<file path="config.mk">
export PLATFORM = sky130hd
export DESIGN_NAME = text_line_bounding_boxes_core
export DESIGN_NICKNAME = d
export VERILOG_FILES = /design/src/hw/rtl/tlbb_pkg.sv /design/src/hw/rtl/text_line_bounding_boxes_core.sv /design/src/hw/rtl/tlbb_row_scan.sv
export SDC_FILE = /design/constraint.sdc
export NUM_CORES = 1
export LEC_CHECK = 0
export BUFFER_PORTS_ARGS = -buffer_cell sky130_fd_sc_hd__buf_2
export CAP_MARGIN = 25
export CORE_MARGIN = 10
export CORE_UTILIZATION = 60
export CTS_CLUSTER_DIAMETER = 150
export DETAILED_ROUTE_END_ITERATION = 12
export PLACE_DENSITY = 0.83
export SETUP_SLACK_MARGIN = 0.02
export SYNTH_ARGS = -nofsm -noshare
export SYNTH_HDL_FRONTEND = slang
export SYNTH_SLANG_ARGS = --single-unit
</file>
<file path="constraint.sdc">
create_clock -name aclk -period 4.6 [get_ports aclk]
set_input_delay 0.23 -clock aclk [delete_from_list [all_inputs] [get_ports aclk]]
set_output_delay 0.23 -clock aclk [all_outputs]
set_load 0.1 [all_outputs]
</file>
<file path="src/hw/rtl/tlbb_pkg.sv">
// Shared types, register indexes and helpers for the text line bounding box core.
`default_nettype none

package tlbb_pkg;

    localparam int unsigned COORD_W = 12;
    localparam int unsigned SIZE_W  = 13;
    localparam int unsigned COUNT_LIMIT = 4096;

    localparam logic [SIZE_W-1:0] RESET_IMAGE_SIZE = 13'd1024;

    typedef enum logic [1:0] {
        CFG_IMAGE_WIDTH  = 2'd0,
        CFG_IMAGE_HEIGHT = 2'd1
    } cfg_index_t;

    // Extent of the current row, as seen with the pixel being accepted.
    typedef struct packed {
        logic               row_end;
        logic               has_ink;
        logic [COORD_W-1:0] first_ink;
        logic [COORD_W-1:0] last_ink;
    } row_info_t;

    // Clamps a size register to 1 .. lim; zero behaves as one.
    function automatic logic [SIZE_W-1:0] clamp_size(input logic [SIZE_W-1:0] v,
                                                     input logic [SIZE_W-1:0] lim);
        logic [SIZE_W-1:0] r;
        if (v == '0) begin
            r = 13'd1;
        end else if (v > lim) begin
            r = lim;
        end else begin
            r = v;
        end
        return r;
    endfunction

endpackage

`default_nettype wire

</file>
<file path="src/hw/rtl/text_line_bounding_boxes_core.sv">
// Top level: finds text line bounding boxes in a raster-order binary pixel stream.
//
// Pixels enter on the s_ channel, one item per pixel in raster order, with the
// ink bit in s_tdata[0]. Columns and rows are counted against image_width and
// image_height, each clamped to 1 .. min(MAX_*, 4096). When an empty row follows
// a text line, one item with that line's left, top, right and bottom bounds
// leaves on the m_ channel. A line still open at the last row is dropped.
// The block takes one pixel per clock while not stalled. A box appears on m_tvalid
// in the cycle after the last pixel of the empty row that closes the line; the path from
// input to result is one register deep, set by the output register.
// The output register is freed in the same cycle it is read, so the input
// stalls while a box waits and m_tready is low, and in the cycle of a write
// to image_width or image_height.
// The configuration channel (cfg_valid/cfg_ready, cfg_index, cfg_data) is
// always ready; index 0 writes image_width, index 1 image_height, and any such
// write restarts the frame. Write only while the block is idle.
// After reset both sizes are 1024, the frame starts at row 0 column 0 and no
// box is pending.
`default_nettype none

module text_line_bounding_boxes_core #(
    parameter int unsigned MAX_WIDTH  = 4096,
    parameter int unsigned MAX_HEIGHT = 4096
) (
    input  wire logic        aclk,
    input  wire logic        aresetn,
    // s_tdata: [0] ink, [7:1] zero
    input  wire logic        s_tvalid,
    output logic             s_tready,
    input  wire logic [7:0]  s_tdata,
    // m_tdata: [11:0] left_col, [23:12] top_row, [35:24] right_col, [47:36] bottom_row
    output logic             m_tvalid,
    input  wire logic        m_tready,
    output logic [47:0]      m_tdata,
    input  wire logic        cfg_valid,
    output logic             cfg_ready,
    input  wire logic [1:0]  cfg_index,
    input  wire logic [tlbb_pkg::SIZE_W-1:0] cfg_data
);
    import tlbb_pkg::*;

    localparam int unsigned W_LIM_I = (MAX_WIDTH < COUNT_LIMIT) ? MAX_WIDTH : COUNT_LIMIT;
    localparam int unsigned H_LIM_I = (MAX_HEIGHT < COUNT_LIMIT) ? MAX_HEIGHT : COUNT_LIMIT;
    localparam logic [SIZE_W-1:0] W_LIM = SIZE_W'(W_LIM_I);
    localparam logic [SIZE_W-1:0] H_LIM = SIZE_W'(H_LIM_I);

    logic [SIZE_W-1:0]  image_width_reg, image_width_next;
    logic [SIZE_W-1:0]  image_height_reg, image_height_next;
    logic [SIZE_W-1:0]  eff_width, eff_height, new_eff_width;

    logic [COORD_W-1:0] row_count_reg, row_count_next;
    logic [SIZE_W-1:0]  line_min_left_reg, line_min_left_next;
    logic [COORD_W-1:0] line_max_right_reg, line_max_right_next;
    logic               between_lines_reg, between_lines_next;
    logic [COORD_W-1:0] line_top_reg, line_top_next;

    logic               m_tvalid_reg, m_tvalid_next;
    logic [47:0]        m_tdata_reg, m_tdata_next;

    logic               cfg_write, cfg_restart, accept;
    logic               emit;
    logic [SIZE_W-1:0]  min_upd;
    logic [COORD_W-1:0] max_upd;
    logic [SIZE_W-1:0]  row_plus_one;
    row_info_t          row_info;

    assign cfg_ready = 1'b1;
    assign cfg_write = cfg_valid && cfg_ready;
    assign cfg_restart = cfg_write && (cfg_index == CFG_IMAGE_WIDTH
                                       || cfg_index == CFG_IMAGE_HEIGHT);

    // A restarting register write holds off the pixel of the same cycle.
    assign s_tready = (!m_tvalid_reg || m_tready) && !cfg_restart;
    assign accept   = s_tvalid && s_tready;

    assign eff_width  = clamp_size(image_width_reg, W_LIM);
    assign eff_height = clamp_size(image_height_reg, H_LIM);

    always_comb begin
        image_width_next  = image_width_reg;
        image_height_next = image_height_reg;
        if (cfg_write) begin
            unique case (cfg_index)
                CFG_IMAGE_WIDTH:  image_width_next  = cfg_data;
                CFG_IMAGE_HEIGHT: image_height_next = cfg_data;
                default: ;
            endcase
        end
    end

    assign new_eff_width = clamp_size(image_width_next, W_LIM);

    tlbb_row_scan u_row_scan (
        .aclk      (aclk),
        .aresetn   (aresetn),
        .restart   (cfg_restart),
        .step      (accept),
        .ink       (s_tdata[0]),
        .eff_width (eff_width),
        .info      (row_info)
    );

    assign row_plus_one = {1'b0, row_count_reg} + 13'd1;

    always_comb begin
        min_upd = line_min_left_reg;
        max_upd = line_max_right_reg;
        if (row_info.has_ink) begin
            if ({1'b0, row_info.first_ink} < line_min_left_reg) begin
                min_upd = {1'b0, row_info.first_ink};
            end
            if (row_info.last_ink > line_max_right_reg) begin
                max_upd = row_info.last_ink;
            end
        end
    end

    always_comb begin
        row_count_next      = row_count_reg;
        line_min_left_next  = line_min_left_reg;
        line_max_right_next = line_max_right_reg;
        between_lines_next  = between_lines_reg;
        line_top_next       = line_top_reg;
        emit                = 1'b0;
        m_tvalid_next       = m_tvalid_reg && !m_tready;
        m_tdata_next        = m_tdata_reg;

        if (cfg_restart) begin
            row_count_next      = '0;
            line_min_left_next  = new_eff_width;
            line_max_right_next = '0;
            between_lines_next  = 1'b0;
            line_top_next       = '0;
        end else if (accept && row_info.row_end) begin
            line_min_left_next  = min_upd;
            line_max_right_next = max_upd;
            if (row_info.has_ink && between_lines_reg) begin
                line_top_next      = row_count_reg;
                between_lines_next = 1'b0;
            end else if (!row_info.has_ink && !between_lines_reg) begin
                between_lines_next = 1'b1;
                // An empty first row only marks the gap; later empty rows close a line.
                if (row_count_reg != '0) begin
                    emit                = 1'b1;
                    line_min_left_next  = eff_width;
                    line_max_right_next = '0;
                end
            end

            if (row_plus_one < eff_height) begin
                row_count_next = row_plus_one[COORD_W-1:0];
            end else begin
                row_count_next      = '0;
                line_min_left_next  = eff_width;
                line_max_right_next = '0;
                between_lines_next  = 1'b0;
                line_top_next       = '0;
            end
        end

        if (emit) begin
            m_tvalid_next = 1'b1;
            m_tdata_next  = {row_count_reg - 12'd1, max_upd, line_top_reg,
                             min_upd[COORD_W-1:0]};
        end
    end

    always_ff @(posedge aclk) begin
        if (!aresetn) begin
            image_width_reg    <= RESET_IMAGE_SIZE;
            image_height_reg   <= RESET_IMAGE_SIZE;
            row_count_reg      <= '0;
            line_min_left_reg  <= clamp_size(RESET_IMAGE_SIZE, W_LIM);
            line_max_right_reg <= '0;
            between_lines_reg  <= 1'b0;
            line_top_reg       <= '0;
            m_tvalid_reg       <= 1'b0;
        end else begin
            image_width_reg    <= image_width_next;
            image_height_reg   <= image_height_next;
            row_count_reg      <= row_count_next;
            line_min_left_reg  <= line_min_left_next;
            line_max_right_reg <= line_max_right_next;
            between_lines_reg  <= between_lines_next;
            line_top_reg       <= line_top_next;
            m_tvalid_reg       <= m_tvalid_next;
        end
    end

    always_ff @(posedge aclk) begin
        m_tdata_reg <= m_tdata_next;
    end

    assign m_tvalid = m_tvalid_reg;
    assign m_tdata  = m_tdata_reg;

    // The input only stalls while a finished box is waiting or a size is written.
    a_stall_only_on_pending : assert property (@(posedge aclk) disable iff (!aresetn)
        !s_tready |-> (m_tvalid || cfg_restart))
        else $error("input stalled without a pending box");

    a_row_in_frame : assert property (@(posedge aclk) disable iff (!aresetn)
        row_count_reg < eff_height[COORD_W-1:0] || eff_height == 13'd4096)
        else $error("row counter beyond frame height");

    a_min_left_bound : assert property (@(posedge aclk) disable iff (!aresetn)
        line_min_left_reg <= eff_width)
        else $error("line left bound beyond image width");

    // A new box is only loaded at the end of a row.
    a_emit_at_row_end : assert property (@(posedge aclk) disable iff (!aresetn)
        emit |-> (accept && row_info.row_end && !row_info.has_ink))
        else $error("box emitted outside an empty row end");

endmodule

`default_nettype wire

</file>
<file path="src/hw/rtl/tlbb_row_scan.sv">
// Column counter and first/last inked column tracking within one row.
`default_nettype none

module tlbb_row_scan (
    input  wire logic                        aclk,
    input  wire logic                        aresetn,
    input  wire logic                        restart,
    input  wire logic                        step,
    input  wire logic                        ink,
    input  wire logic [tlbb_pkg::SIZE_W-1:0] eff_width,
    output tlbb_pkg::row_info_t              info
);
    import tlbb_pkg::*;

    logic [COORD_W-1:0] col_count_reg, col_count_next;
    logic               has_ink_reg, has_ink_next;
    logic [COORD_W-1:0] first_ink_reg, first_ink_next;
    logic [COORD_W-1:0] last_ink_reg, last_ink_next;
    logic [SIZE_W-1:0]  col_plus_one;

    assign col_plus_one = {1'b0, col_count_reg} + 13'd1;

    // The row extent including the pixel being accepted now.
    always_comb begin
        info.row_end   = col_plus_one >= eff_width;
        info.has_ink   = has_ink_reg | ink;
        info.first_ink = (ink && !has_ink_reg) ? col_count_reg : first_ink_reg;
        info.last_ink  = ink ? col_count_reg : last_ink_reg;
    end

    always_comb begin
        col_count_next = col_count_reg;
        has_ink_next   = has_ink_reg;
        first_ink_next = first_ink_reg;
        last_ink_next  = last_ink_reg;
        if (restart) begin
            col_count_next = '0;
            has_ink_next   = 1'b0;
            first_ink_next = '0;
            last_ink_next  = '0;
        end else if (step) begin
            if (info.row_end) begin
                col_count_next = '0;
                has_ink_next   = 1'b0;
                first_ink_next = '0;
                last_ink_next  = '0;
            end else begin
                col_count_next = col_plus_one[COORD_W-1:0];
                has_ink_next   = info.has_ink;
                first_ink_next = info.first_ink;
                last_ink_next  = info.last_ink;
            end
        end
    end

    always_ff @(posedge aclk) begin
        if (!aresetn) begin
            col_count_reg <= '0;
            has_ink_reg   <= 1'b0;
            first_ink_reg <= '0;
            last_ink_reg  <= '0;
        end else begin
            col_count_reg <= col_count_next;
            has_ink_reg   <= has_ink_next;
            first_ink_reg <= first_ink_next;
            last_ink_reg  <= last_ink_next;
        end
    end

endmodule

`default_nettype wire
</file>
======== Yosys cells after proc, flatten, opt, wreduce, memory -nomap -nowiden ========
Cells that the tools add are included.
storage, ports and cells
  flip-flop bits (word level) ............. 162
  bits of input ports ..................... 28
  output and inout bits ................... 51
  word-level logic and storage cells ...... 94
cells by class
  add/subtract/negate cells ............... 3
  magnitude comparators ................... 7
  eq/ne operators ......................... 3
  muxes and demuxes ....................... 40
  bitwise logic cells ..................... 2
  reduce and logical (&&, ||, !) cells .... 26
operators by type and width
  operator                                                                number
  13-bit 2-to-1 mux                                                       16
  12-bit 2-to-1 mux                                                       14
  13-bit > comparator (second input constant)                             3
  13-bit zero test                                                        3
  12-bit by 1-bit adder with 13-bit output (second input constant)        2
  13-bit greater-or-equal comparator                                      1
  12-bit by 13-bit < comparator with 1-bit output                         1
  13-bit < comparator                                                     1
  12-bit > comparator                                                     1
  12-bit nonzero test                                                     1
  12-bit by 1-bit subtractor with 12-bit output (second input constant)   1
  1-bit 2-to-1 mux                                                        10
  1-bit logical AND                                                       8
  1-bit zero test                                                         6
  2-bit AND reduction                                                     3
  3-bit != test (second input constant)                                   1
  2-bit by 1-bit equality test with 1-bit output (second input constant)  1
  2-bit zero test                                                         1
  1-bit logical OR                                                        2
  2-bit != test (second input constant)                                   1
  2-bit nonzero test                                                      1
  2-bit OR reduction                                                      1
  1-bit NOT                                                               1
  1-bit OR                                                                1

======== Depth between registers and ports, before layout ========
Gate-level depths: netlist (run 1).
  depth in word-level cells ............... 12
  gate-level depth with buffers ........... 17

======== Hierarchy ========
A second synthesis (run 1) with hierarchy kept.
second synthesis, totals
  cells, all modules ...................... 924
  area, all modules ....................... 8,944.8 um^2
modules (own cells, without submodules)
  module                         times used  cells each  area an instance (um^2)  seq. area each (um^2)
  text_line_bounding_boxes_core  1           668         6,457.4                  2,982.9
  tlbb_row_scan                  1           256         2,487.4                  740.7

======== Worst setup path before layout (run 1) ========
OpenSTA, ideal clock, no wires.
  kind .................................... register to register
  from .................................... reg u_row_scan.col_count_reg[0]
  to ...................................... reg m_tdata_reg[0] (netlist: m_tdata[0]) (enable)
  data arrival time ....................... 3.796 ns
  data required time ...................... 4.198 ns
  path slack .............................. 0.402 ns
  cell stages (with the launch flop) ...... 14
  path buffers ............................ 2
  cells stage by stage .................... dfxtp_1 -> ha_1 -> and3_1 -> and3_1 -> clkbuf_1 -> nand3_1 -> xnor2_1 -> ha_1 -> o21ai_0 -> a221o_1 -> o21a_1 -> buf_2 -> or3_1 -> inv_1
between the ends
  cells in the longest elaborated chain, start to end .. 5
ends and longest elaborated chain
  element                                   RTL line                              RTL
  start: declaration                        tlbb_row_scan.sv:15                   logic [COORD_W-1:0] col_count_reg, col_count_next;
  start signal: assignment                  tlbb_row_scan.sv:63                   col_count_reg <= col_count_next;
  12-bit by 1-bit adder with 13-bit output  tlbb_row_scan.sv:21                   assign col_plus_one = {1'b0, col_count_reg} + 13'd1;
  13-bit greater-or-equal comparator        tlbb_row_scan.sv:25                   info.row_end = col_plus_one >= eff_width;
  1-bit logical AND                         text_line_bounding_boxes_core.sv:134  end else if (accept && row_info.row_end) begin
  1-bit 2-to-1 mux                          text_line_bounding_boxes_core.sv:134
  1-bit 2-to-1 mux                          text_line_bounding_boxes_core.sv:128  if (cfg_restart) begin
  via emit                                  text_line_bounding_boxes_core.sv:61   logic emit;
  end signal: assignment                    text_line_bounding_boxes_core.sv:191  m_tdata_reg <= m_tdata_next;
  end: declaration                          text_line_bounding_boxes_core.sv:58   logic [47:0] m_tdata_reg, m_tdata_next;
The timed path passes the listed nets, and every way through them passes these cells.
A chain may end at the register's enable or synchronous reset.

======== Worst setup path after layout (run 1) ========
  from .................................... reg u_row_scan.col_count_reg[0]
  to ...................................... reg line_top_reg[2]
between the ends
  cells in the longest elaborated chain, start to end .. 4
ends and longest elaborated chain
  element                                   RTL line                              RTL
  12-bit by 1-bit adder with 13-bit output  tlbb_row_scan.sv:21
  13-bit greater-or-equal comparator        tlbb_row_scan.sv:25
  1-bit logical AND                         text_line_bounding_boxes_core.sv:134
  2-bit AND reduction (no source line)      -
  end signal: assignment                    text_line_bounding_boxes_core.sv:185  line_top_reg <= line_top_next;
  end: declaration                          text_line_bounding_boxes_core.sv:55   logic [COORD_W-1:0] line_top_reg, line_top_next;
No other way between the ends.

==> results of run 1 <==
## synth_stat cells (3+ instances only)
| library cell | number |
|---|---|
| nand2b_1 | 6 |
| a211oi_1 | 7 |
| a31oi_1 | 4 |
| mux2i_1 | 6 |
| nand2_1 | 165 |
| buf_2 | 8 |
| nor3_1 | 9 |
| nor2b_1 | 5 |
| mux2_2 | 24 |
| a22oi_1 | 25 |
| a221oi_1 | 5 |
| nand3_1 | 30 |
| a32o_1 | 12 |
| o21ai_1 | 3 |
| xnor2_1 | 13 |
| and3_1 | 12 |
| a41oi_1 | 5 |
| inv_1 | 41 |
| nand3b_1 | 9 |
| nand4_1 | 8 |
| nor2_1 | 70 |
| a21oi_1 | 62 |
| nor4_1 | 13 |
| buf_4 | 3 |
| a22o_1 | 12 |
| o21a_1 | 8 |
| o21ai_0 | 28 |
| ha_1 | 54 |
| dfxtp_1 | 114 |
| mux2_1 | 11 |
| edfxtp_1 | 48 |
| clkbuf_1 | 40 |
| xor2_1 | 17 |
| buf_1 | 5 |
## metrics by stage
| step | instance area [sq um] | hold slack [ns] | instances | utilization, % | total power (W) |
|---|---|---|---|---|---|
| detailed placement | 8840 | 0.425 | 1127 | 64.2 | 0.00178 |
| global route | 9460 | 0.0849 | 1160 | 68.7 | 0.00332 |
| finish | 9460 | 0.0664 | 1160 | 68.7 | 0.00323 |
| CTS | 9450 | 0.0557 | 1159 | 68.6 | 0.00323 |
| global placement | 8830 | 0.421 | 1126 | 64.1 | 0.00178 |
| floorplan | 8380 | 0.354 | 920 | - | 0.00171 |
## power groups by stage
stage	combinational (W)	sequential, W	clock (W)
2_1_floorplan	0.000181	0.00153	0
3_3_place_gp	0.000245	0.00153	0
3_5_place_dp	0.000250	0.00153	0
4_1_cts	0.000252	0.00150	0.00147
5_1_grt	0.000282	0.00150	0.00153
6_report	0.000259	0.00150	0.00146
## worst max-delay path, cell delays in order, from the launching register on
cell and delay, ns:
dfxtp_1 0.53, ha_1 0.29, and3_1 0.25, and3_1 0.27, nand3_1 0.11, xnor2_1 0.17, ha_1 0.33, o21ai_0 0.11
a221o_1 0.38, o21ai_1 0.53, nand2_1 0.33, o21a_1 0.43, a22o_1 0.31
## placed cells by master (no fill, tap or decap), drive strengths merged, types with 3 or more instances in the layout
cell type  Yosys  layout
dfxtp        114     114
nor4          13      13
bufinv         0       3
nand3b         9       9
xnor2         13      13
edfxtp        48      48
nand3         30      30
nand2b         6       6
a211oi         9       9
a21oi         62      62
a221oi         6       6
a22o          12      12
and3          13      13
clkinv         0       5
nand2        166     166
and2           4       4
nor3          10      10
a41oi          5       5
nand4          8       8
inv           41      46
clkbuf        40      18
nor2          70      70
a31oi          4       4
ha            54      54
a32o          12      12
xor2          17      17
mux2          35      35
mux2i          6       6
nor2b          5       5
a22oi         25      25
buf           17      85
o21a           8       8
o21ai         31      31
## worst max path at each step
| stage | endpoint | slack (ns) | depth (start not counted) | from |
|---|---|---|---|---|
| 3_5_place_dp | line_min_left_reg[12]$_SDFFE_PN0P_ | 0.43 | 12 | u_row_scan.col_count_reg[0]$_SDFFE_PP0P_ |
| 2_1_floorplan | m_tdata[0]$_DFFE_PP_ | 0.40 | 13 | u_row_scan.col_count_reg[0]$_SDFFE_PP0P_ |
| 4_1_cts | line_min_left_reg[12]$_SDFFE_PN0P_ | 0.40 | 12 | u_row_scan.col_count_reg[0]$_SDFFE_PP0P_ |
| 5_1_grt | line_top_reg[2]$_SDFFE_PP0P_ | 0.11 | 13 | u_row_scan.col_count_reg[0]$_SDFFE_PP0P_ |
| 6_report | line_top_reg[2]$_SDFFE_PP0P_ | 0.43 | 12 | u_row_scan.col_count_reg[0]$_SDFFE_PP0P_ |
| 3_3_place_gp | line_max_right_reg[7]$_SDFFE_PP0P_ | 0.48 | 14 | u_row_scan.col_count_reg[0]$_SDFFE_PP0P_ |
## cell families after synthesis
group                    after synthesis  synth area share (%)
AO/OA/AOI/OAI                        194                  15.9
XOR/XNOR                              30                  3.13
adder cells (fa/ha/maj)               54                  8.06
buffers and inverters                 98                  4.73
flip-flops                           162                  44.4
multiplexers                          41                  5.42
other                                  1                0.0447
AND/OR/NAND/NOR                      340                  18.3
## cell type report
type	instances	area, sq um
Fill cell	1105	4320
Inverter	41	154
Tap cell	180	225
Multi-Input combinational cell	660	4260
Clock buffer	18	429
Timing Repair Buffer	85	479
Sequential cell	162	3720
Clock inverter	14	180
## per-layer routing
metal  share of wire [%]  up-vias  GRT usage (%)  wire length [um]
met5                   0        -              0                 0
met4                 2.6        0           9.93               540
met3                 7.3       53           4.73              1510
met2                  47      303           33.7              9640
met1                  43     3342           26.6              8950
li1                    -     3385              -                 -
==> run_results.csv, run 1 <==
group,metric,value,unit
placement,numPortBuffers,70,
timing,worst_pin_slew,0.910,ns
timing,fin_ws,0.429,ns
timing,fin_skew,0.00922,ns
final_layout,layout-drive-gt1-share,15.1,%
logic_synthesis,netlist.area_leader.share,27.2,%
logic_synthesis,synth_area_leader_cell,"dfxtp_1",
drt,drt_iter0_markers,579,
pwr,p_per_area,341,nW/um^2
logic_synthesis,synth_nets,1002,
logic_synthesis,synth_cells,920,
critical_path,crit_fanout,12,
grt,grt_pass1_wl,33800,um
critical_path,worstSetupPathType,"reg2reg",
critical_path,reg2reg_from,"u_row_scan.col_count_reg[0]$_SDFFE_PP0P_",
min_path,hold_path_class,"in2reg",
timing,rsz0062_at_grt,"no",
grt,track_usage,21.1,%
final_layout,largest_reg_flops,48,
drt,drc,0,
placement,preCtsSetupSlack,0.434,ns
drt,viasPerCell,6.11,
floorplanning,die_h,138,um
pwr,internal_power,0.00243,W
pwr,p_sw_share,24.7,%
pwr,irDropWorstVdd,0.261,mV
logic_synthesis,synth_area_leaders,"dfxtp_1 27%, edfxtp_1 17%, ha_1 8.1%",
cts,clockRootBuffer,"clkbuf_16",
drt,wire_per_inst,17.8,um
cts,clk_path_buf_depth,2,
pwr,clockPowerShare,45.4,%
min_path,whs_path_depth,3,
final_layout,syn_to_final_growth,12.8,%
min_path,min_to,"image_width_reg[0]$_SDFF_PN0_",
pwr,comb_power_share,8.0,%
drt,via_count,7083,
floorplanning,io_pins,79,
logic_synthesis,synth_enable_flop_cells,48,
final_layout,antenna_cells,0,
critical_path,end_kind,"flip-flop",
drt,postRouteAntennaNets,0,
logic_synthesis,synth_ff_type,"dfxtp_1",
timing,setup_viol,0,
timing,slew-limit-headroom,39.1,%
pwr,switchingPower,0.000797,W
critical_path,crit_required,4.92,ns
grt,gr-total-overflow,0,
placement,gp_congestion,0.953,
cts,postCtsSetupRepairBufs,0,
drt,drt_first_pass_iters,6,
timing,finalCriticalPeriod,4.17,ns
timing,setup-tns-final,0,ns
logic_synthesis,synthArstFlopShare,0,%
floorplanning,dieArea,19100,sq um
cts,clk_latency,0.44,ns
logic_synthesis,netlist_area,8380,sq um
floorplanning,coreArea,13800,sq um
critical_path,ff2ff_setup_slack,0.43,ns
critical_path,reg2reg_to,"line_top_reg[2]$_SDFFE_PP0P_",
outcome,status,"completed",
pwr,seqPwrFrac,46.6,%
placement,hpwl,14500,um
drt,finalWirelength,20600,um
pwr,p_leak,3.67,nW
logic_synthesis,netlist-cell-type-count,62,
min_path,hp-start,"cfg_data[0]",
cts,cts_hold_buf,0,
logic_synthesis,synth_warnings,0,
logic_synthesis,ys_seq_area_share,44.4,%
critical_path,crit_path_start_kind,"flip-flop",
timing,final_hold_viol_count,0,
timing,fin_crit_sh,90.7,%
logic_synthesis,syn_avg_cell_area,9.11,sq um
cts,cts-resized-gates,0,
cts,clock-sinks,162,
cts,cts_buffers,17,
floorplanning,rows,43,
timing,maxSlewViolCount,0,
cts,htreeDepth,4,
grt,grt_max_degree,52,
cts,cts_tree,"yes",
cts,cts.reportedPaths.clkPinSlew,0.07,ns
final_layout,final_net_count,1049,
floorplanning,dieWidth,138,um
run,drv_cap,0,
critical_path,reg2reg_depth,12,
grt,grt_antenna_before_repair,0,
floorplanning,initial_core_util,60.9,%
logic_synthesis,synth_seq_cells,162,
grt,grt_pass1_vias,6787,
timing,clock.fmax,240,MHz
critical_path,worstPathArrival,4.50,ns
Power figures use the tool's default switching activity.
==> run 2: changes to the inputs <==
RECOVER_POWER = 25   (was not set)
==> run 2 against run 1 <==
Compared with the run above:
- hold slack lost 0.0015 ns
- core utilization shrank 0.40 points
- highest routed layer unchanged
- combinational power is essentially flat
- critical path depth is the same
- sequential share of layout area grew 0.23 points
==> run_results.csv, run 2 (synthesized netlist as in run 1, its figures left out) <==
group,metric,value,unit
grt,track_usage,21.1,%
drt,viasPerCell,6.10,
cts,cts_hold_buf,0,
timing,clock.fmax,236,MHz
min_path,hold_path_class,"in2reg",
floorplanning,coreArea,13800,sq um
critical_path,cpPeakStageDelay,0.56,ns
timing,setup_viol,0,
grt,grt_use_met1,26.6,%
grt,grt_pass1_wl,33800,um
cts,clk_path_buf_depth,2,
grt,use_met3,4.73,%
drt,drc,0,
drt,drt_first_pass_iters,5,
cts,cts_buffers,17,
placement,preCtsSetupSlack,0.434,ns
grt,grt_pass1_vias,6787,
pwr,p_per_area,343,nW/um^2
cts,clockRootBuffer,"clkbuf_16",
outcome,status,"completed",
placement,hpwl,14500,um
drt,drt_iter0_markers,641,
timing,setup-tns-final,0,ns
grt,met2_usage,33.7,%
critical_path,reg2reg_depth,12,
final_layout,layout_common_cells,"165 x nand2_1, 114 x dfxtp_1, 70 x nor2_1, 62 x a21oi_1, 54 x ha_1",
grt,grt_antenna_before_repair,0,
timing,maxSlewViolCount,0,
cts,htreeDepth,4,
grt,grt-busiest-layer,"met2",
drt,finalWirelength,20700,um
timing,finalCriticalPeriod,4.24,ns
final_layout,finalNonFillerCells,1160,
critical_path,startpoint,"u_row_scan.col_count_reg[0]$_SDFFE_PP0P_",
placement,numPortBuffers,70,
critical_path,worstPathArrival,4.57,ns
drt,postRouteAntennaNets,0,
drt,via_count,7076,
critical_path,ff2ff_setup_slack,0.36,ns
critical_path,reg2reg_from,"u_row_scan.col_count_reg[0]$_SDFFE_PP0P_",
pwr,p_leak,3.58,nW
floorplanning,die_h,138,um
cts,cts.reportedPaths.clkPinSlew,0.07,ns
floorplanning,dieWidth,138,um
pwr,irDropWorstVdd,0.262,mV
cts,clk_latency,0.44,ns
timing,slew-limit-headroom,20.7,%
cts,postCtsSetupRepairBufs,0,
final_layout,final_common_cell,"nand2_1",
critical_path,crit_required,4.93,ns
final_layout,final_net_count,1049,
critical_path,reg2reg_to,"line_top_reg[2]$_SDFFE_PP0P_",
timing,fin_crit_sh,92.2,%
drt,wire_per_inst,17.8,um
floorplanning,dieArea,19100,sq um
timing,worst_pin_slew,1.20,ns
timing,final_hold_viol_count,0,
final_layout,layout-drive-gt1-share,10.6,%
final_layout,syn_to_final_growth,12.1,%
run,drv_cap,0,
cts,cts_tree,"yes",
timing,fin_skew,0.00970,ns
final_layout,antenna_cells,0,
final_layout,largest_reg_flops,48,
floorplanning,io_pins,79,
placement,gp_congestion,0.953,
timing,rsz0062_at_grt,"no",
critical_path,crit_path_start_kind,"flip-flop",
critical_path,cp_cell_sequence,"ha_1 -> and3_1 -> and3_1 -> nand3_1 -> xnor2_1 -> ha_1 -> o21ai_0 -> a221o_1 -> o21ai_1 -> nand2_1 -> o21a_1 -> a22o_1",
critical_path,slowest_stage,"o21ai_1",
critical_path,end_kind,"flip-flop",
grt,grt_max_degree,52,
placement,place_inst,1127,
floorplanning,rows,43,
critical_path,worstSetupPathType,"reg2reg",
grt,gr-total-overflow,0,
critical_path,crit_end,"line_top_reg[2]$_SDFFE_PP0P_",
floorplanning,initial_core_util,60.9,%
timing,fin_ws,0.359,ns
cts,cts-resized-gates,0,
critical_path,crit_fanout,12,
cts,clock-sinks,162,
-- run 2: worst min-delay path by stage --
| stage | start | endpoint | slack (ns) | depth (start not counted) |
|---|---|---|---|---|
| after floorplan | cfg_data[10] | image_height_reg[10]$_SDFFE_PN1P_ | 0.35 | 2 |
| after global placement | line_top_reg[3]$_SDFFE_PP0P_ | m_tdata[15]$_DFFE_PP_ | 0.42 | 0 |
| after detailed placement | line_top_reg[4]$_SDFFE_PP0P_ | m_tdata[16]$_DFFE_PP_ | 0.43 | 0 |
| after CTS | cfg_data[0] | image_width_reg[0]$_SDFF_PN0_ | 0.06 | 3 |
| after global routing | cfg_data[2] | image_height_reg[2]$_SDFFE_PN0P_ | 0.08 | 3 |
| final | cfg_data[0] | image_width_reg[0]$_SDFF_PN0_ | 0.06 | 3 |
-- run 2: power breakdown --
part / internal (W) / total [W] / switching [W]
sequential: 0.00148 / 0.00150 / 0.0000201
clock: 0.000862 / 0.00146 / 0.000600
combinational: 0.0000837 / 0.000258 / 0.000175
-- run 2: cell type report --
cell class	count	area, sq um
fill	1124	4370
multi-input combinational	660	4260
sequential	162	3720
clock buffer	18	429
timing repair buffer	85	424
tap	180	225
clock inverter	14	180
inverter	41	154
-- run 2: metrics by stage --
| stage | hold slack (ns) | cell area [sq um] | util (%) | total power [W] |
|---|---|---|---|---|
| 2_1_floorplan | 0.354 | 8380 | - | 0.00171 |
| 3_3_place_gp | 0.421 | 8830 | 64.1 | 0.00178 |
| 3_5_place_dp | 0.425 | 8840 | 64.2 | 0.00178 |
| 4_1_cts | 0.0557 | 9450 | 68.6 | 0.00323 |
| 5_1_grt | 0.0849 | 9400 | 68.3 | 0.00332 |
| 6_report | 0.0648 | 9400 | 68.3 | 0.00322 |
-- run 2: critical path, delay by kind of cell, from the launching register on --
| kind | cells | cell delay [ns] |
|---|---|---|
| AND/OR/NAND/NOR | 4 | 0.99 |
| flip-flops | 1 | 0.54 |
| adder cells (fa/ha/maj) | 2 | 0.62 |
| AO/OA/AOI/OAI | 5 | 1.79 |
| XOR/XNOR | 1 | 0.17 |
-- run 2: per-layer routing --
layer  up-vias  wire length (um)  part of all wire, %
met2       306              9660                   47
li1       3386                 -                    -
met1      3335              9080                   44
met5         -                 0                    0
met3        49              1390                  6.7
met4         0               538                  2.6
